## config.mk

```make
export PLATFORM = sky130hd
export DESIGN_NAME = infix_to_postfix_converter_top_flat
export DESIGN_NICKNAME = d
export VERILOG_FILES = /design/src/rtl/itp_pkg.sv /design/src/rtl/itp_in_if.sv /design/src/rtl/itp_out_if.sv /design/src/rtl/itp_ram.sv /design/src/rtl/infix_to_postfix_converter_top.sv /design/src/flat_wrapper.sv
export VERILOG_INCLUDE_DIRS = /design/src /design/src/rtl
export SDC_FILE = /design/constraint.sdc
export NUM_CORES = 1
export LEC_CHECK = 0
export ABC_AREA = 0
export BUFFER_PORTS_ARGS = -buffer_cell sky130_fd_sc_hd__buf_4
export CAP_MARGIN = 0
export CORE_MARGIN = 2
export CORE_UTILIZATION = 48
export DETAILED_ROUTE_END_ITERATION = 6
export SLEW_MARGIN = 10
export SYNTH_ARGS = -nofsm -noshare
export SYNTH_HDL_FRONTEND = slang
export SYNTH_SLANG_ARGS = --single-unit
```

## constraint.sdc

```tcl
create_clock -name i_clk -period 12.18 [get_ports i_clk]
set_input_delay 0 -clock i_clk [delete_from_list [all_inputs] [get_ports i_clk]]
set_output_delay 0 -clock i_clk [all_outputs]
set_load 0.03 [all_outputs]
```

## src/rtl/infix_to_postfix_converter_top_assert.svh

```systemverilog
// assertion macros used by the converter rtl
`ifndef INFIX_TO_POSTFIX_CONVERTER_TOP_ASSERT_SVH
`define INFIX_TO_POSTFIX_CONVERTER_TOP_ASSERT_SVH
`ifndef NO_ASSERTIONS
// checked outside reset
`define ITP_ASSERT(lbl, clk, rst_n, prop, msg) \
    lbl: assert property (@(posedge clk) disable iff (!rst_n) prop) else $error(msg);
// checked on every edge, reset included
`define ITP_ASSERT_ALWAYS(lbl, clk, prop, msg) \
    lbl: assert property (@(posedge clk) prop) else $error(msg);
`else
`define ITP_ASSERT(lbl, clk, rst_n, prop, msg)
`define ITP_ASSERT_ALWAYS(lbl, clk, prop, msg)
`endif
`endif

```

## src/rtl/itp_pkg.sv

```systemverilog
// types, character codes, rank function and operand test of the infix to postfix converter
package itp_pkg;

    typedef logic [7:0] t_char;
    typedef logic signed [2:0] t_rank;

    localparam t_char C_CARET = 8'h5E;
    localparam t_char C_STAR  = 8'h2A;
    localparam t_char C_SLASH = 8'h2F;
    localparam t_char C_PLUS  = 8'h2B;
    localparam t_char C_MINUS = 8'h2D;
    localparam t_char C_LPAR  = 8'h28;
    localparam t_char C_RPAR  = 8'h29;
    localparam t_char C_LO_A  = 8'h61;
    localparam t_char C_LO_Z  = 8'h7A;
    localparam t_char C_UP_A  = 8'h41;
    localparam t_char C_UP_Z  = 8'h5A;
    localparam t_char C_DIG_0 = 8'h30;
    localparam t_char C_DIG_9 = 8'h39;

    localparam t_rank RANK_POW  = 3'sd3;
    localparam t_rank RANK_MUL  = 3'sd2;
    localparam t_rank RANK_ADD  = 3'sd1;
    localparam t_rank RANK_NONE = -3'sd1;

    function automatic t_rank f_rank(input t_char c);
        t_rank r;
        priority if (c == C_CARET) begin
            r = RANK_POW;
        end else if (c == C_STAR || c == C_SLASH) begin
            r = RANK_MUL;
        end else if (c == C_PLUS || c == C_MINUS) begin
            r = RANK_ADD;
        end else begin
            r = RANK_NONE;
        end
        return r;
    endfunction

    function automatic logic f_is_operand(input t_char c);
        return (c >= C_LO_A && c <= C_LO_Z) || (c >= C_UP_A && c <= C_UP_Z) ||
               (c >= C_DIG_0 && c <= C_DIG_9);
    endfunction

endpackage

```

## src/rtl/itp_in_if.sv

```systemverilog
// input channel: one infix byte and its end flag
interface itp_in_if;
    logic          valid;
    logic          ready;
    itp_pkg::t_char in_char;
    logic          end_of_expr;

    modport source (output valid, output in_char, output end_of_expr, input ready);
    modport sink   (input valid, input in_char, input end_of_expr, output ready);
endinterface

```

## src/rtl/itp_out_if.sv

```systemverilog
// output channel: one postfix byte with its flags
interface itp_out_if;
    logic          valid;
    logic          ready;
    itp_pkg::t_char out_char;
    logic          run_last;
    logic          overflow_seen;

    modport source (output valid, output out_char, output run_last, output overflow_seen,
                    input ready);
    modport sink   (input valid, input out_char, input run_last, input overflow_seen,
                    output ready);
endinterface

```

## src/rtl/itp_ram.sv

```systemverilog
// generic single write port ram with registered read
module itp_ram #(
    parameter int WIDTH = 8,
    parameter int DEPTH = 16
) (
    input  logic                     i_clk,
    input  logic                     i_we,
    input  logic [$clog2(DEPTH)-1:0] i_waddr,
    input  logic [WIDTH-1:0]         i_wdata,
    input  logic [$clog2(DEPTH)-1:0] i_raddr,
    output logic [WIDTH-1:0]         o_rdata
);
    logic [WIDTH-1:0] r_mem [DEPTH];
    logic [WIDTH-1:0] r_rdata;

    always_ff @(posedge i_clk) begin
        if (i_we) begin
            r_mem[i_waddr] <= i_wdata;
        end
        r_rdata <= r_mem[i_raddr];
    end

    assign o_rdata = r_rdata;
endmodule

```

## src/rtl/infix_to_postfix_converter_top.sv

```systemverilog
// Shunting-yard infix to postfix converter.
// i_in takes one expression byte per transfer with an end flag; o_out gives postfix bytes,
// each with run_last on the final result caused by that byte and the sticky overflow flag.
// The operator stack sits in a ram with registered read; its address always
// follows the next stack count, so the top entry is ready each cycle and a write to the
// entry being read is forwarded.
// Each byte is accepted, evaluated and released; evaluation may pop entries to the output,
// and an end byte then flushes every remaining entry and clears the overflow flag.
// Pops run at one per cycle while the output can take them, limited by the single ram
// read port. A byte is accepted only after the previous one is done. The last result
// of a byte without pops reaches o_out through the hold and then the output register.
// The last result of a byte is held back until the block knows no more follow; the
// output register frees the converter from the receiver except when that register is
// still full, in which case the converter waits for as long as the receiver stalls.
// Reset clears the stack count, the overflow flag and all handshake state; ram contents
// are not cleared and never read before being written.
// A push onto a full stack is dropped and sets the overflow flag until the end byte.
module infix_to_postfix_converter_top #(
    parameter int STACK_DEPTH = 16
) (
    input  logic   i_clk,
    input  logic   i_rst_n,
    itp_in_if.sink   i_in,
    itp_out_if.source o_out
);
    `include "infix_to_postfix_converter_top_assert.svh"

    localparam int AW = $clog2(STACK_DEPTH);
    localparam int CW = $clog2(STACK_DEPTH + 1);

    typedef enum logic [3:0] {
        S_IDLE  = 4'b0001,
        S_PRE   = 4'b0010,
        S_FLUSH = 4'b0100,
        S_DONE  = 4'b1000
    } t_state;

    t_state          r_state, n_state;
    itp_pkg::t_char  r_char;
    logic            r_end;
    logic [CW-1:0]   r_count, n_count;
    logic            r_ovf, n_ovf;
    logic            r_hold_v, n_hold_v;
    itp_pkg::t_char  r_hold_c, n_hold_c;
    logic            r_hold_o, n_hold_o;
    logic            r_out_v, n_out_v;
    itp_pkg::t_char  r_out_c, n_out_c;
    logic            r_out_l, n_out_l;
    logic            r_out_o, n_out_o;
    logic            r_fwd_v;
    itp_pkg::t_char  r_fwd_c;

    logic            ram_we;
    logic [AW-1:0]   ram_waddr, ram_raddr;
    itp_pkg::t_char  ram_rdata;
    logic [CW-1:0]   rd_idx;
    itp_pkg::t_char  top_c;
    logic            have, full, out_free, emit_ok, accept;
    logic            do_emit, do_pop, do_push, do_final;
    itp_pkg::t_char  emit_c;
    t_state          after_pre;

    assign accept    = i_in.valid && i_in.ready;
    assign top_c     = r_fwd_v ? r_fwd_c : ram_rdata;
    assign have      = r_count != '0;
    assign full      = r_count == CW'(STACK_DEPTH);
    assign out_free  = !r_out_v || o_out.ready;
    assign emit_ok   = !r_hold_v || out_free;
    assign after_pre = r_end ? S_FLUSH : S_DONE;

    always_comb begin
        n_state  = r_state;
        do_emit  = 1'b0;
        do_pop   = 1'b0;
        do_push  = 1'b0;
        do_final = 1'b0;
        emit_c   = top_c;
        n_ovf    = r_ovf;
        unique case (r_state)
            S_IDLE: begin
                if (accept) begin
                    n_state = S_PRE;
                end
            end
            S_PRE: begin
                priority if (itp_pkg::f_is_operand(r_char)) begin
                    if (emit_ok) begin
                        do_emit = 1'b1;
                        emit_c  = r_char;
                        n_state = after_pre;
                    end
                end else if (r_char == itp_pkg::C_LPAR) begin
                    do_push = 1'b1;
                    n_state = after_pre;
                end else if (r_char == itp_pkg::C_RPAR) begin
                    if (have && top_c != itp_pkg::C_LPAR) begin
                        if (emit_ok) begin
                            do_emit = 1'b1;
                            do_pop  = 1'b1;
                        end
                    end else begin
                        // drop the matching open, or ignore a close on an empty stack
                        do_pop  = have;
                        n_state = after_pre;
                    end
                end else begin
                    if (have && itp_pkg::f_rank(r_char) <= itp_pkg::f_rank(top_c)) begin
                        if (emit_ok) begin
                            do_emit = 1'b1;
                            do_pop  = 1'b1;
                        end
                    end else begin
                        do_push = 1'b1;
                        n_state = after_pre;
                    end
                end
            end
            S_FLUSH: begin
                if (have) begin
                    if (emit_ok) begin
                        do_emit = 1'b1;
                        do_pop  = 1'b1;
                    end
                end else begin
                    n_ovf   = 1'b0;
                    n_state = S_DONE;
                end
            end
            S_DONE: begin
                if (!r_hold_v) begin
                    n_state = S_IDLE;
                end else if (out_free) begin
                    do_final = 1'b1;
                    n_state  = S_IDLE;
                end
            end
            default: n_state = S_IDLE;
        endcase
        if (do_push && full) begin
            n_ovf = 1'b1;
        end
    end

    // stack count and ram write
    always_comb begin
        n_count = r_count;
        ram_we  = 1'b0;
        if (do_pop) begin
            n_count = r_count - CW'(1);
        end else if (do_push && !full) begin
            ram_we  = 1'b1;
            n_count = r_count + CW'(1);
        end
    end

    assign ram_waddr = r_count[AW-1:0];
    assign rd_idx    = n_count - CW'(1);
    assign ram_raddr = (n_count == '0) ? '0 : rd_idx[AW-1:0];

    // hold stage keeps the newest result until the next one shows whether it is last
    always_comb begin
        n_hold_v = r_hold_v;
        n_hold_c = r_hold_c;
        n_hold_o = r_hold_o;
        n_out_v  = r_out_v;
        n_out_c  = r_out_c;
        n_out_l  = r_out_l;
        n_out_o  = r_out_o;
        if (r_out_v && o_out.ready) begin
            n_out_v = 1'b0;
        end
        if ((do_emit && r_hold_v) || do_final) begin
            n_out_v = 1'b1;
            n_out_c = r_hold_c;
            n_out_l = do_final;
            n_out_o = r_hold_o;
        end
        if (do_emit) begin
            n_hold_v = 1'b1;
            n_hold_c = emit_c;
            n_hold_o = r_ovf;
        end else if (do_final) begin
            n_hold_v = 1'b0;
        end
    end

    itp_ram #(
        .WIDTH (8),
        .DEPTH (STACK_DEPTH)
    ) u_stack_ram (
        .i_clk   (i_clk),
        .i_we    (ram_we),
        .i_waddr (ram_waddr),
        .i_wdata (r_char),
        .i_raddr (ram_raddr),
        .o_rdata (ram_rdata)
    );

    always_ff @(posedge i_clk) begin
        if (!i_rst_n) begin
            r_state  <= S_IDLE;
            r_count  <= '0;
            r_ovf    <= 1'b0;
            r_hold_v <= 1'b0;
            r_out_v  <= 1'b0;
            r_fwd_v  <= 1'b0;
        end else begin
            r_state  <= n_state;
            r_count  <= n_count;
            r_ovf    <= n_ovf;
            r_hold_v <= n_hold_v;
            r_out_v  <= n_out_v;
            r_fwd_v  <= ram_we && (ram_waddr == ram_raddr);
        end
    end

    always_ff @(posedge i_clk) begin
        if (accept) begin
            r_char <= i_in.in_char;
            r_end  <= i_in.end_of_expr;
        end
        r_hold_c <= n_hold_c;
        r_hold_o <= n_hold_o;
        r_out_c  <= n_out_c;
        r_out_l  <= n_out_l;
        r_out_o  <= n_out_o;
        r_fwd_c  <= r_char;
    end

    assign i_in.ready          = r_state == S_IDLE;
    assign o_out.valid         = r_out_v;
    assign o_out.out_char      = r_out_c;
    assign o_out.run_last      = r_out_l;
    assign o_out.overflow_seen = r_out_o;

    `ITP_ASSERT_ALWAYS(a_count_bound, i_clk, !i_rst_n || r_count <= CW'(STACK_DEPTH), "stack count above depth")
    `ITP_ASSERT(a_accept_to_pre, i_clk, i_rst_n, accept |=> r_state == S_PRE, "accept did not start evaluation")
    `ITP_ASSERT(a_final_last, i_clk, i_rst_n, do_final |=> (r_out_v && r_out_l), "final result not marked last")
    `ITP_ASSERT(a_flush_clears, i_clk, i_rst_n, (r_state == S_FLUSH && !have) |=> (!r_ovf && r_count == '0), "flush left state behind")
    `ITP_ASSERT(a_idle_no_hold, i_clk, i_rst_n, r_state == S_IDLE |-> !r_hold_v, "held result left in idle")
endmodule

```

## src/flat_wrapper.sv

```systemverilog
// flat-port wrapper written by rule: the top's interface ports become plain ports
module infix_to_postfix_converter_top_flat 
#(
    parameter int STACK_DEPTH = 16
)
  (i_clk, i_rst_n, i_in_valid, i_in_in_char, i_in_end_of_expr, i_in_ready, o_out_valid, o_out_out_char, o_out_run_last, o_out_overflow_seen, o_out_ready);
  itp_in_if i_in_i ();
  itp_out_if o_out_i ();
  input  logic i_clk;
  input  logic i_rst_n;
  input wire logic [$bits(i_in_i.valid)-1:0] i_in_valid;
  input wire logic [$bits(i_in_i.in_char)-1:0] i_in_in_char;
  input wire logic [$bits(i_in_i.end_of_expr)-1:0] i_in_end_of_expr;
  output wire logic [$bits(i_in_i.ready)-1:0] i_in_ready;
  output wire logic [$bits(o_out_i.valid)-1:0] o_out_valid;
  output wire logic [$bits(o_out_i.out_char)-1:0] o_out_out_char;
  output wire logic [$bits(o_out_i.run_last)-1:0] o_out_run_last;
  output wire logic [$bits(o_out_i.overflow_seen)-1:0] o_out_overflow_seen;
  input wire logic [$bits(o_out_i.ready)-1:0] o_out_ready;
  assign i_in_i.valid = i_in_valid;
  assign i_in_i.in_char = i_in_in_char;
  assign i_in_i.end_of_expr = i_in_end_of_expr;
  assign i_in_ready = i_in_i.ready;
  assign o_out_valid = o_out_i.valid;
  assign o_out_out_char = o_out_i.out_char;
  assign o_out_run_last = o_out_i.run_last;
  assign o_out_overflow_seen = o_out_i.overflow_seen;
  assign o_out_i.ready = o_out_ready;
  infix_to_postfix_converter_top #(.STACK_DEPTH(STACK_DEPTH)) u_core (.i_clk(i_clk), .i_rst_n(i_rst_n), .i_in(i_in_i), .o_out(o_out_i));
endmodule
```

Word-level counts from Yosys, hierarchy flattened --
Memory sizes are Yosys's and may differ from the RTL's. A register that Yosys moved wholly into a read port is not among the register bits. Cells that the tools add are included.
Operators by class: $add $sub $neg 3, $lt $le $gt $ge 7, equality and inequality tests 26, multiplexer cells 65, reductions and logical operators 30
Operators with widths (number):
- $eq A8 B6 Y1 const B | 10
- $mux W4 | 12
- $mux W3 | 14
- $mux W8 | 4
- $mux W1 | 30
- $eq A8 B7 Y1 const B | 2
- $ge A8 B7 Y1 const B | 2
- $le A8 B7 Y1 const B | 2
- $pmux W4 S4 | 1
- $logic_and A1 B1 Y1 | 11
- $mux W5 | 2
- $logic_or A1 B1 Y1 | 9
- $ge A8 B6 Y1 const B | 1
- $le A8 B6 Y1 const B | 1
- $ne A8 B6 Y1 const B | 1
- $ne A2 B2 Y1 const B | 3
- $reduce_and A6 Y1 | 1
- $reduce_bool A2 Y1 | 3
- $add A5 B1 Y5 const B | 1
- $eq A5 B5 Y1 const B | 1
- $logic_not A5 Y1 | 1
- $ne A5 B2 Y1 const B | 1
- $ne A5 B3 Y1 const B | 1
- $reduce_bool A5 Y1 | 1
- 13 further kinds | 16
Word-level totals: bits in registers 49, RAM bits 128, bits of input ports 13, output and inout bits 12, word-level logic and storage cells 146, memories kept 1
Memory list:
- u_core.u_stack_ram.r_mem | words 16, width 8, read ports 1, clocked after Yosys merged registers in 1, wr ports 1, RTL line itp_ram.sv:13 | logic [WIDTH-1:0] r_mem [DEPTH];

Depth between registers and ports, before layout --
Gate-level depths: netlist (run 1).
word-level depth 24, depth in mapped cells 26

Modules after synthesis --
Synthesis (run 1) repeated with hierarchy kept, for this count alone.
Second synthesis, totals: cell total of the unflattened synthesis 471, area, all modules 7786.2 µm²
Modules (own cells, without submodules):
- itp_ram | instances 1, cells an instance 229, area an instance 5147.4 µm²
- infix_to_postfix_converter_top | instances 1, cells an instance 242, area an instance 2638.8 µm²

Least setup slack after synthesis (run 1) --
Ideal clock, no wire load.
path type reg-to-reg, start register u_core.r_fwd_v, end register u_core.u_stack_ram.r_rdata[6], in the netlist u_core.u_stack_ram.o_rdata[6], read port of u_core.u_stack_ram.r_mem, setup time 0.079 ns, arrival 5.744 ns, path slack 6.357 ns, stages on the path, launching flop included 25, period minus slack after synthesis 5.823 ns, cells stage by stage dfxtp_1 buf_1 mux2i_1 xnor2_1 and3_1 ha_1 nor2b_1 o311a_1 o41a_2 and3_1 buf_2 a21o_1 xnor2_1 inv_2 clkbuf_1 clkbuf_1 ha_1 inv_1 nor4_4 a21o_1 buf_4 mux2i_1 a221o_1 or3_1 o211ai_1
Between the ends: word-level cells in the longest chain between the ends 22
RTL lines:
- start, declared | RTL line infix_to_postfix_converter_top.sv:50 | logic r_fwd_v;
- start signal, assigned | RTL line infix_to_postfix_converter_top.sv:213 | r_fwd_v <= ram_we && (ram_waddr == ram_raddr);
- $mux W8 (*) | RTL line infix_to_postfix_converter_top.sv:64 | assign top_c = r_fwd_v ? r_fwd_c : ram_rdata;
- $eq A8 B6 Y1 | RTL line itp_pkg.sv:32 | end else if (c == C_PLUS || c == C_MINUS) begin
- $logic_or A1 B1 Y1 | RTL line itp_pkg.sv:32
- $mux W3 | RTL line itp_pkg.sv:32
- $mux W3 | RTL line itp_pkg.sv:30 | end else if (c == C_STAR || c == C_SLASH) begin
- $mux W3 | RTL line itp_pkg.sv:28 | priority if (c == C_CARET) begin
- $mux W3 | RTL line infix_to_postfix_converter_top.sv:95 | end else if (r_char == itp_pkg::C_RPAR) begin
- $mux W3 | RTL line infix_to_postfix_converter_top.sv:92 | end else if (r_char == itp_pkg::C_LPAR) begin
- (+6 left out)
- $mux W1 | RTL line infix_to_postfix_converter_top.sv:92
- $mux W1 | RTL line infix_to_postfix_converter_top.sv:86 | priority if (itp_pkg::f_is_operand(r_char)) begin
- $mux W1 | RTL line infix_to_postfix_converter_top.sv:79 | unique case (r_state)
- $logic_and A1 B1 Y1 | RTL line infix_to_postfix_converter_top.sv:150 | end else if (do_push && !full) begin
- $mux W5 | RTL line infix_to_postfix_converter_top.sv:150
- $mux W5 (*) | RTL line infix_to_postfix_converter_top.sv:148 | if (do_pop) begin
- $sub A4 B1 Y4 or $logic_not A5 Y1 (tied branches) | RTL line infix_to_postfix_converter_top.sv:157, infix_to_postfix_converter_top.sv:158
- $mux W4 (*) | RTL line infix_to_postfix_converter_top.sv:158 | assign ram_raddr = (n_count == '0) ? '0 : rd_idx[AW-1:0];
- end, declared | RTL line itp_ram.sv:14 | logic [WIDTH-1:0] r_rdata;
Mark *: on every way between the ends. The rest lies on a longest branch, timed or not. The select of a mux whose other input is x is not followed. A chain may end at the register's enable or synchronous reset.

Worst setup path after layout (run 1) --
start register u_core.r_char[4], end register u_core.u_stack_ram.r_rdata[6], in the netlist u_core.u_stack_ram.o_rdata[6], read port of u_core.u_stack_ram.r_mem
Between the ends: word-level cells in the longest chain between the ends 21
RTL lines:
- start, declared | RTL line infix_to_postfix_converter_top.sv:39 | itp_pkg::t_char r_char;
- start signal, assigned | RTL line infix_to_postfix_converter_top.sv:219 | r_char <= i_in.in_char;
- $eq A8 B6 Y1 | RTL line itp_pkg.sv:32
- $logic_or A1 B1 Y1 | RTL line itp_pkg.sv:32
- $mux W3 | RTL line itp_pkg.sv:32
- $mux W3 | RTL line itp_pkg.sv:30
- $mux W3 | RTL line itp_pkg.sv:28
- $mux W3 | RTL line infix_to_postfix_converter_top.sv:95
- $mux W3 | RTL line infix_to_postfix_converter_top.sv:92
- $mux W3 | RTL line infix_to_postfix_converter_top.sv:86
- (+5 left out)
- $mux W1 | RTL line infix_to_postfix_converter_top.sv:92
- $mux W1 | RTL line infix_to_postfix_converter_top.sv:86
- $mux W1 | RTL line infix_to_postfix_converter_top.sv:79
- $logic_and A1 B1 Y1 | RTL line infix_to_postfix_converter_top.sv:150
- $mux W5 | RTL line infix_to_postfix_converter_top.sv:150
- $mux W5 (*) | RTL line infix_to_postfix_converter_top.sv:148
- $sub A4 B1 Y4 or $logic_not A5 Y1 (tied branches) | RTL line infix_to_postfix_converter_top.sv:157, infix_to_postfix_converter_top.sv:158
- $mux W4 (*) | RTL line infix_to_postfix_converter_top.sv:158
Marks and branches as above.

==> results of run 1 <==
## final timing paths
| kind | start | end | slack, ns | cells after the start |
|---|---|---|---|---|
| max | u_core.r_char[4] | u_core.u_stack_ram.o_rdata[6] | 5.33 | 19 |
| min | i_in_valid | u_core.r_state[3] | 0.16 | 5 |
| max reg2reg | u_core.r_char[4] | u_core.u_stack_ram.o_rdata[6] | 5.33 | 19 |
| min reg2reg | u_core.r_hold_c[7] | u_core.o_out.out_char[7] | 0.42 | 0 |
## routing by layer
| layer | global-route usage (%) | vias up | share of wire, % |
|---|---|---|---|
| met5 | 0 | - | 0 |
| met4 | 7.73 | 0 | 1.9 |
| met3 | 4.92 | 21 | 6.6 |
| met2 | 33.5 | 201 | 47 |
| met1 | 30.9 | 2572 | 45 |
| li1 | - | 2419 | - |
## timing repair
item | in CTS | in global routing
hold endpoints to repair | 19 | 0
setup buffers | 0 | 0
hold buffers | 12 | 0
## registers in the layout, summed over array words and instances (netlist names), 4 cells and up
register,flops
u_core.u_stack_ram.r_mem,128
u_core.o_out.out_char,8
u_core.r_char,8
u_core.r_fwd_c,8
u_core.r_hold_c,8
u_core.u_stack_ram.o_rdata,8
u_core.r_count,5
u_core.r_state,4
## logic make-up after synthesis
logic type / Yosys count / synth area share (%)
flip-flops: 185 / 67.1
AO/OA/AOI/OAI: 135 / 12.5
adder cells (fa/ha/maj): 8 / 1.28
AND/OR/NAND/NOR: 223 / 13.9
multiplexers: 18 / 2.39
buffers and inverters: 38 / 2.01
XOR/XNOR: 7 / 0.782
## area by class of cell
cell class | instances | area, µm² | area share (%)
multi-input cells | 391 | 2430 | 27.3
flip-flops and latches | 185 | 5270 | 59.1
clock inverters | 14 | 139 | 1.56
well taps | 216 | 270 | 3.03
clock buffers | 18 | 429 | 4.82
repair buffers | 40 | 330 | 3.71
inverters | 11 | 41.3 | 0.463
## cell usage in the layout, fill, tap and decap left out, drive strengths merged, types with 4 or more instances in the layout
| master | synthesis | final |
|---|---|---|
| a21oi | 23 | 23 |
| a32o | 7 | 7 |
| clkbuf | 13 | 18 |
| a31oi | 9 | 9 |
| nand2b | 4 | 4 |
| and2 | 5 | 5 |
| and3 | 4 | 4 |
| dfxtp | 29 | 29 |
| o211ai | 4 | 4 |
| inv | 10 | 16 |
| a21o | 5 | 5 |
| nand3 | 15 | 15 |
| nand2 | 74 | 74 |
| o21a | 4 | 4 |
| dlygate4sd3 | 0 | 12 |
| ha | 8 | 8 |
| o221ai | 8 | 8 |
| clkinvlp | 0 | 4 |
| nor4 | 4 | 4 |
| or4b | 4 | 4 |
| mux2i | 15 | 15 |
| nand4 | 5 | 5 |
| xnor2 | 4 | 4 |
| nor3 | 17 | 17 |
| buf | 14 | 28 |
| nor2 | 70 | 70 |
| nor4b | 9 | 9 |
| clkinv | 1 | 4 |
| o21ai | 14 | 14 |
| a31o | 9 | 9 |
| o22a | 6 | 6 |
| edfxtp | 156 | 156 |
| o22ai | 27 | 27 |
## where the power goes
part           switching (mW)  total [mW]  internal [mW]
clock                   0.246       0.533          0.287
sequential             0.0439       0.777          0.733
combinational           0.199       0.312          0.113
total                   0.488        1.62           1.13
## stage by stage
step | setup slack, ns | util, % | instance area (µm²)
after floorplan | 6.36 | - | 7850
after global placement | 5.59 | 51.5 | 8220
after detailed placement | 5.43 | 51.5 | 8220
after CTS | 5.39 | 55.9 | 8900
after global routing | 4.89 | 55.9 | 8910
final | 5.33 | 55.9 | 8910
## worst max-delay path, stage by stage (launching register included)
cell                       delay, ns
sky130_fd_sc_hd__edfxtp_1       0.73
sky130_fd_sc_hd__nor4b_2        0.62
sky130_fd_sc_hd__nand4_1        0.16
sky130_fd_sc_hd__ha_1           0.38
sky130_fd_sc_hd__nor2b_1        0.13
sky130_fd_sc_hd__o311a_1        0.33
sky130_fd_sc_hd__o41a_2         0.50
sky130_fd_sc_hd__and3_1         0.24
sky130_fd_sc_hd__a21o_1         0.20
sky130_fd_sc_hd__xnor2_2        0.12
sky130_fd_sc_hd__buf_4          0.39
sky130_fd_sc_hd__inv_2          0.41
sky130_fd_sc_hd__ha_1           0.35
sky130_fd_sc_hd__inv_1          0.12
sky130_fd_sc_hd__nor4_4         0.09
sky130_fd_sc_hd__a21oi_2        0.72
sky130_fd_sc_hd__nor2_1         0.35
sky130_fd_sc_hd__a221o_1        0.41
sky130_fd_sc_hd__or3_1          0.35
sky130_fd_sc_hd__o211ai_1       0.12
==> run metrics, run 1 <==
most common flop cell mapped by yosys=sky130_fd_sc_hd__edfxtp_1; average via count per standard cell=slightly below 6; Skew-Pair Late Insertion Delay=0.43 ns; Slew headroom=22.9%; proportion of layout cells with a drive suffix above 1=13.4%; setup violators final=0; die span in x=132 µm; Power Dens Cells=182 mW/mm²; layout filler cell count=1,319; net count of the finished layout=~670; total wire length after detailed routing=18.6 mm; chip height=about 130 µm; top cells by instance count after synthesis=156 x sky130_fd_sc_hd__edfxtp_1, 74 x sky130_fd_sc_hd__nand2_1, 70 x sky130_fd_sc_hd__nor2_1; register bit total from synthesis=185; Remaining Overflow, GRT=0; pin count of the biggest net entering global routing=43; Fmax=146 MHz; RSZ-0062 raised after global routing=no; Fin. Hold Viols=0; half-perimeter wire length after detailed placement=12.5 mm; post-route total power=roughly 1.6 mW; most common cell in the netlist=sky130_fd_sc_hd__edfxtp_1; gate count after technology mapping=614; Residual DRC=0; post-synth top area cell=sky130_fd_sc_hd__edfxtp_1; number of synthesis warnings=0; static power due to leakage=2.97 nW; number of DRC markers after the initial detailed-route iteration=540; number of cells after detailed placement=831; top area cells in the synthesized netlist=sky130_fd_sc_hd__edfxtp_1 60%, sky130_fd_sc_hd__dfxtp_1 7.4%, sky130_fd_sc_hd__nand2_1 3.5%; max-slew violation total from the final report=0; buffer depth of the longest clock path=2; DRT Pass-1 Iters=5; global-route total usage across every layer=21.8%; total of max-cap violations=0; class of the most critical setup path=register to register; CTS sink count=around 190; min Tclk post-route=6.85 ns; Worst Clk Skew=roughly 0.0081 ns; Data required, critical path=12.52 ns; Final Cycle Share=56.2%; worst min-delay path class=input pin to register; cell area after synthesis=0.00785 mm²; wire length per cell after detailed routing=21.3 µm; PortBufs=24; post-route non-filler standard cell count=slightly below 900; via count of the first global-routing pass=4,946; final hold slack=roughly 0.16 ns; root cell of the clock tree=sky130_fd_sc_hd__clkbuf_16; actual transition at the worst max-transition pin=around 1.1 ns; number of antenna violations at the first check in global routing=0; starting utilization of the core area=49.2%; maximum VDD drop=121 µV; first-pass GRT wire length=28.6 mm; DRT antenna net count=0; post-synth top area share=between 50% and 60%; clock slew at the register clock pins of the worst setup and hold paths=0.07 ns; area of the die=about 0.017 mm²; crit start category=register; outcome=finished clean; CTS tree=built; Vias=5,213; placer congestion estimate=0.879; Yosys cell types=between 60 and 70; Post-synth EDFFs=156; number of antenna repair diodes=0; number of placement rows=46; post-synthesis to final-layout area growth=13.6%; nets in the synthesized netlist=635; syn avg cell area=12.8 µm²; Ports=25; post_cts resized=0; aggregate negative setup slack=0 ns; core footprint=0.0159 mm²; crit path DAT=between 7 and 8 ns; Synth async-reset ratio=0%; depth of the CTS H-tree=4; kind of end point of the critical path=register; Num CTS Buffers=17; sequential element share of the synthesized area=around two thirds; worst-path maximum fanout=42
Power figures use the tool's default switching activity.
==> run 2: changes to the inputs <==
clock period = 7 ns   (was 12.18 ns; I/O delays follow)
==> run 2 against run 1 <==
Net effect: final area rose by 0.74%; sequential share of layout area decreased by 0.44 points; combinational power increased by 87%; routed wire length increased by 2.1%; worst setup slack got worse by 4.5 ns; hold slack worse by 0.0060 ns; flip-flop and latch count stayed put; total power grew 77%; fmax rose by 11%; largest cell class unchanged; highest routed layer unchanged.
==> run metrics, run 2 (synthesized netlist as in run 1, its figures left out) <==
worst-path maximum fanout=15; number of DRC markers after the initial detailed-route iteration=543; crit path DAT=around 6.5 ns; layout filler cell count=1,297; pin count of the biggest net entering global routing=42; Remaining Overflow, GRT=0; Num CTS Buffers=17; RSZ-0062 raised after global routing=no; PortBufs=24; via count of the first global-routing pass=5,131; total of max-cap violations=0; Fin. Hold Viols=0; clock slew at the register clock pins of the worst setup and hold paths=0.07 ns; class of the most critical setup path=register to register; Worst Clk Skew=about 0.012 ns; actual transition at the worst max-transition pin=1.17 ns; setup violators final=0; Vias=5,281; starting utilization of the core area=about half; worst path cell trace=mux2i_1 -> xnor2_1 -> and3_1 -> ha_1 -> nor2b_1 -> o311a_1 -> o41a_2 -> and3_1 -> a211oi_1 -> ha_1 -> inv_1 -> nor4_4 -> nand2_1 -> nand3_1 -> o22ai_1 -> o22ai_1 -> a32o_1; worst min-delay path class=input pin to register; post-synthesis to final-layout area growth=14.4%; die span in x=around 130 µm; depth of the CTS H-tree=4; max-slew violation total from the final report=0; proportion of layout cells with a drive suffix above 1=between 10% and 20%; net count of the finished layout=around 670; most flop-heavy register=u_core.u_stack_ram.r_mem; CTS tree=built; buffer depth of the longest clock path=2; half-perimeter wire length after detailed placement=about 13 mm; number of antenna repair diodes=0; Skew-Pair Late Insertion Delay=0.43 ns; Ports=25; chip height=132 µm; static power due to leakage=3.01 nW; kind of end point of the critical path=register; CTS sink count=185; max reg flops=between 100 and 150; root cell of the clock tree=sky130_fd_sc_hd__clkbuf_16; Final Cycle Share=87.8%; aggregate negative setup slack=0 ns; area of the die=0.0174 mm²; core footprint=0.0159 mm²; crit-path max cell delay=0.70 ns; commonest non-fill, non-tap cell in the layout=sky130_fd_sc_hd__edfxtp_1; Power Dens Cells=about 320 mW/mm²; average via count per standard cell=5.99; first-pass GRT wire length=~30 mm; global-route total usage across every layer=22.5%; Data required, critical path=7.37 ns; final core utilization=56.3%; crit start category=register; highest-count cells in the layout ignoring fill and taps=156 x sky130_fd_sc_hd__edfxtp_1, 74 x sky130_fd_sc_hd__nand2_1, 70 x sky130_fd_sc_hd__nor2_1; number of antenna violations at the first check in global routing=0; Residual DRC=0; DRT antenna net count=0; wire length per cell after detailed routing=21.5 µm; number of placement rows=46; maximum VDD drop=231 µV; total wire length after detailed routing=19.0 mm; Fmax=163 MHz; placer congestion estimate=0.901; setup repair bufs after CTS=0; outcome=finished clean; DRT Pass-1 Iters=5; min Tclk post-route=~6.1 ns; standard cell with the maximum stage delay on the critical path=sky130_fd_sc_hd__dfxtp_1; Slew headroom=21.6%
[run 2: cell types whose count changed in the layout (fill, tap and decap cells not counted), sizes merged]
cell    previous run  this run
buf               28        35
inv               16        14
bufinv             1         2
clkbuf            18        19
[run 2: per-layer routing]
| layer | track usage (%) | wire (µm) |
|---|---|---|
| met3 | 4.19 | 1400 |
| met5 | 0 | 0 |
| met1 | 31.9 | 8350 |
| met2 | 35.1 | 8930 |
| met4 | 8.21 | 310 |
[run 2: worst paths after layout]
check                     startpoint  cells after the start  slack (ns)                            end
setup / recovery      u_core.r_fwd_v                     17        0.86  u_core.u_stack_ram.o_rdata[0]
hold / removal            i_in_valid                      5        0.15              u_core.r_state[3]
setup reg to reg      u_core.r_fwd_v                     17        0.86  u_core.u_stack_ram.o_rdata[0]
hold reg to reg   u_core.r_hold_c[0]                      0        0.42       u_core.o_out.out_char[0]
[run 2: through the flow]
| step | power, mW | cells | cell area [µm²] | hold slack, ns | worst slack [ns] |
|---|---|---|---|---|---|
| 2_1_floorplan | 1.73 | 614 | 7850 | 0.0786 | 1.18 |
| 3_5_place_dp | 1.93 | 838 | 8270 | 0.179 | 0.983 |
| 3_3_place_gp | 1.92 | 838 | 8270 | 0.178 | 1.14 |
| 4_1_cts | 2.87 | 882 | 8970 | 0.130 | 0.955 |
| 5_1_grt | 2.98 | 882 | 8980 | 0.186 | 0.421 |
| 6_report | 2.87 | 882 | 8980 | 0.153 | 0.856 |
[run 2: repair_timing]
item                      in CTS  in global routing
hold endpoints to repair      13                  0
gates resized for setup        0                  0
hold buffers                  12                  0
[run 2: critical path: cells and delay by family (launching register included)]
family                   cells  cell delay [ns]
AND/OR/NAND/NOR              6             2.21
AO/OA/AOI/OAI                6             1.87
flip-flops                   1             0.70
multiplexers                 1             0.56
adder cells (fa/ha/maj)      2             0.53
XOR/XNOR                     1             0.12
buffers and inverters        1             0.08
[run 2: area by class of cell]
| cell class | count | area (µm²) | share of cell area (%) |
|---|---|---|---|
| Inverter | 11 | 41.3 | 0.460 |
| Tap cell | 216 | 270 | 3.01 |
| Clock inverter | 13 | 144 | 1.60 |
| Multi-Input combinational cell | 391 | 2440 | 27.2 |
| Timing Repair Buffer | 47 | 383 | 4.27 |
| Clock buffer | 19 | 433 | 4.82 |
| Sequential cell | 185 | 5270 | 58.7 |
[run 2: report_power, final]
group          switching, mW  internal, mW
sequential            0.0702          1.27
clock                  0.410         0.530
combinational          0.377         0.207
==> run 3: changes to the inputs <==
CORE_UTILIZATION = 61   (was 48)
PLACE_DENSITY = 0.78   (was unset)
==> run 3 against run 2 <==
Net effect: register-to-register slack better by 0.11 ns; fmax is 1.8% higher; non-clock buffer count is 1 lower; clock-buffer cell count stayed put; final area is 0.43% lower; largest cell class unchanged; critical path depth stayed put; combinational power is 2% lower; global-route usage is 4.8 points higher; routed wire length is 4.0% lower; total power is 0.93% higher; critical path type unchanged.
==> run metrics, run 3 (synthesized netlist as in run 1, its figures left out) <==
outcome=finished clean; worst min-delay path class=input pin to register; worst path cell trace=mux2i_1 -> xnor2_1 -> and3_1 -> ha_1 -> nor2b_1 -> o311a_1 -> o41a_2 -> and3_1 -> a211oi_1 -> ha_1 -> inv_1 -> nor4_4 -> a21o_1 -> mux2i_1 -> a221o_1 -> or3_1 -> o211ai_1; area of the die=0.0138 mm²; crit-path max cell delay=0.71 ns; post-synthesis to final-layout area growth=13.9%; half-perimeter wire length after detailed placement=approximately 12 mm; Worst Clk Skew=just under 0.009 ns; clock slew at the register clock pins of the worst setup and hold paths=about 0.07 ns; first-pass GRT wire length=28.6 mm; placer congestion estimate=0.981; die span in x=117 µm; Skew-Pair Late Insertion Delay=between 0.4 and 0.5 ns; crit start category=register; crit path DAT=6.39 ns; Residual DRC=0; worst-path maximum fanout=19; min Tclk post-route=between 6 and 7 ns; commonest non-fill, non-tap cell in the layout=sky130_fd_sc_hd__edfxtp_1; number of cells after detailed placement=roughly 790; most flop-heavy register=u_core.u_stack_ram.r_mem; Place WS=1.07 ns; final core utilization=71.1%; PortBufs=24; max-slew violation total from the final report=0; number of antenna violations at the first check in global routing=0; depth of the CTS H-tree=4; kind of end point of the critical path=register; starting utilization of the core area=62.4%; setup repair bufs after CTS=0; highest-count cells in the layout ignoring fill and taps=156 x sky130_fd_sc_hd__edfxtp_1, 74 x sky130_fd_sc_hd__nand2_1, 70 x sky130_fd_sc_hd__nor2_1; Slew headroom=between 10% and 20%; Vias=5,341; RSZ-0062 raised after global routing=no; net count of the finished layout=673; standard cell with the maximum stage delay on the critical path=sky130_fd_sc_hd__dfxtp_1; setup violators final=0; proportion of layout cells with a drive suffix above 1=between 10% and 20%; number of DRC markers after the initial detailed-route iteration=678; final hold slack=0.139 ns; average via count per standard cell=6.38; post-route total power=2.90 mW; Ports=25; Power Dens Cells=324 mW/mm²; via count of the first global-routing pass=5,191; Fmax=166 MHz; static power due to leakage=3.03 nW; wire length per cell after detailed routing=21.8 µm; instance area at placement=0.00821 mm²; DRT antenna net count=0; Fin. Hold Viols=0; kind of cell with the highest combined delay on the critical path=compound AO/OA/AOI/OAI gates; number of antenna repair diodes=0; CTS tree=built; aggregate negative setup slack=0 ns; total of max-cap violations=0; Num CTS Buffers=17; Remaining Overflow, GRT=0; crit path setup slack, layout=0.962 ns; buffer depth of the longest clock path=2; chip height=117 µm; class of the most critical setup path=register to register; total wire length after detailed routing=about 18 mm; root cell of the clock tree=sky130_fd_sc_hd__clkbuf_16; max reg flops=128; maximum VDD drop=235 µV; pin count of the biggest net entering global routing=42; Data required, critical path=7.35 ns; actual transition at the worst max-transition pin=1.32 ns; global-route total usage across every layer=27.3%; post-route non-filler standard cell count=~840; number of placement rows=41; core footprint=0.0126 mm²; DRT Pass-1 Iters=5; total non-filler cell area in the finished layout=0.00894 mm²; count of buffering cells on the critical path with inverters included=1; CTS sink count=185; Final Cycle Share=between 80% and 90%
## run 3: cell types whose count changed in the layout (fill, tap and decap cells not counted), moves of 2 or more
cell,change
sky130_fd_sc_hd__clkinv_4,+2
sky130_fd_sc_hd__inv_6,-2
sky130_fd_sc_hd__nor3_1,+2
sky130_fd_sc_hd__nor3_2,-2
sky130_fd_sc_hd__clkinvlp_4,-3
## run 3: layer usage
metal	wire [µm]	GRT usage, %	vias up
li1	-	-	2428
met1	7250	36.1	2594
met2	8960	44.8	287
met3	1610	6.37	32
met4	400	10.0	0
met5	0	0	-
## run 3: repair_timing
item,in CTS,in global routing
resized for setup,0,0
hold buffers,12,0
hold endpoints to repair,18,0
## run 3: where the power goes
| part | leakage [nW] | internal, mW | switching (mW) |
|---|---|---|---|
| logic | 1.08 | 0.204 | 0.366 |
| registers | 1.64 | 1.28 | 0.0719 |
| clock network | 0.300 | 0.575 | 0.403 |
## run 3: path summary, 6_finish.rpt
kind / slack [ns] / endpoint / depth (start not counted) / start
worst max-delay path: 0.96 / u_core.u_stack_ram.o_rdata[6] / 17 / u_core.r_fwd_v
worst min-delay path: 0.14 / u_core.r_state[3] / 5 / i_in_valid
worst max register to register: 0.96 / u_core.u_stack_ram.o_rdata[6] / 17 / u_core.r_fwd_v
worst min register to register: 0.42 / u_core.o_out.out_char[5] / 0 / u_core.r_hold_c[5]
## run 3: layout make-up
type / instances / area (µm²)
well taps: 172 / 215
fillers: 834 / 3630
flip-flops and latches: 185 / 5270
clock inverters: 13 / 168
multi-input cells: 391 / 2430
inverters: 11 / 41.3
clock buffers: 19 / 443
repair buffers: 46 / 375
## run 3: worst min-delay path, cell delays in order
cell	delay, ns
sky130_fd_sc_hd__buf_4	0.09
sky130_fd_sc_hd__o22ai_1	0.09
sky130_fd_sc_hd__a21o_1	0.22
sky130_fd_sc_hd__nand2_1	0.07
sky130_fd_sc_hd__a21oi_1	0.05
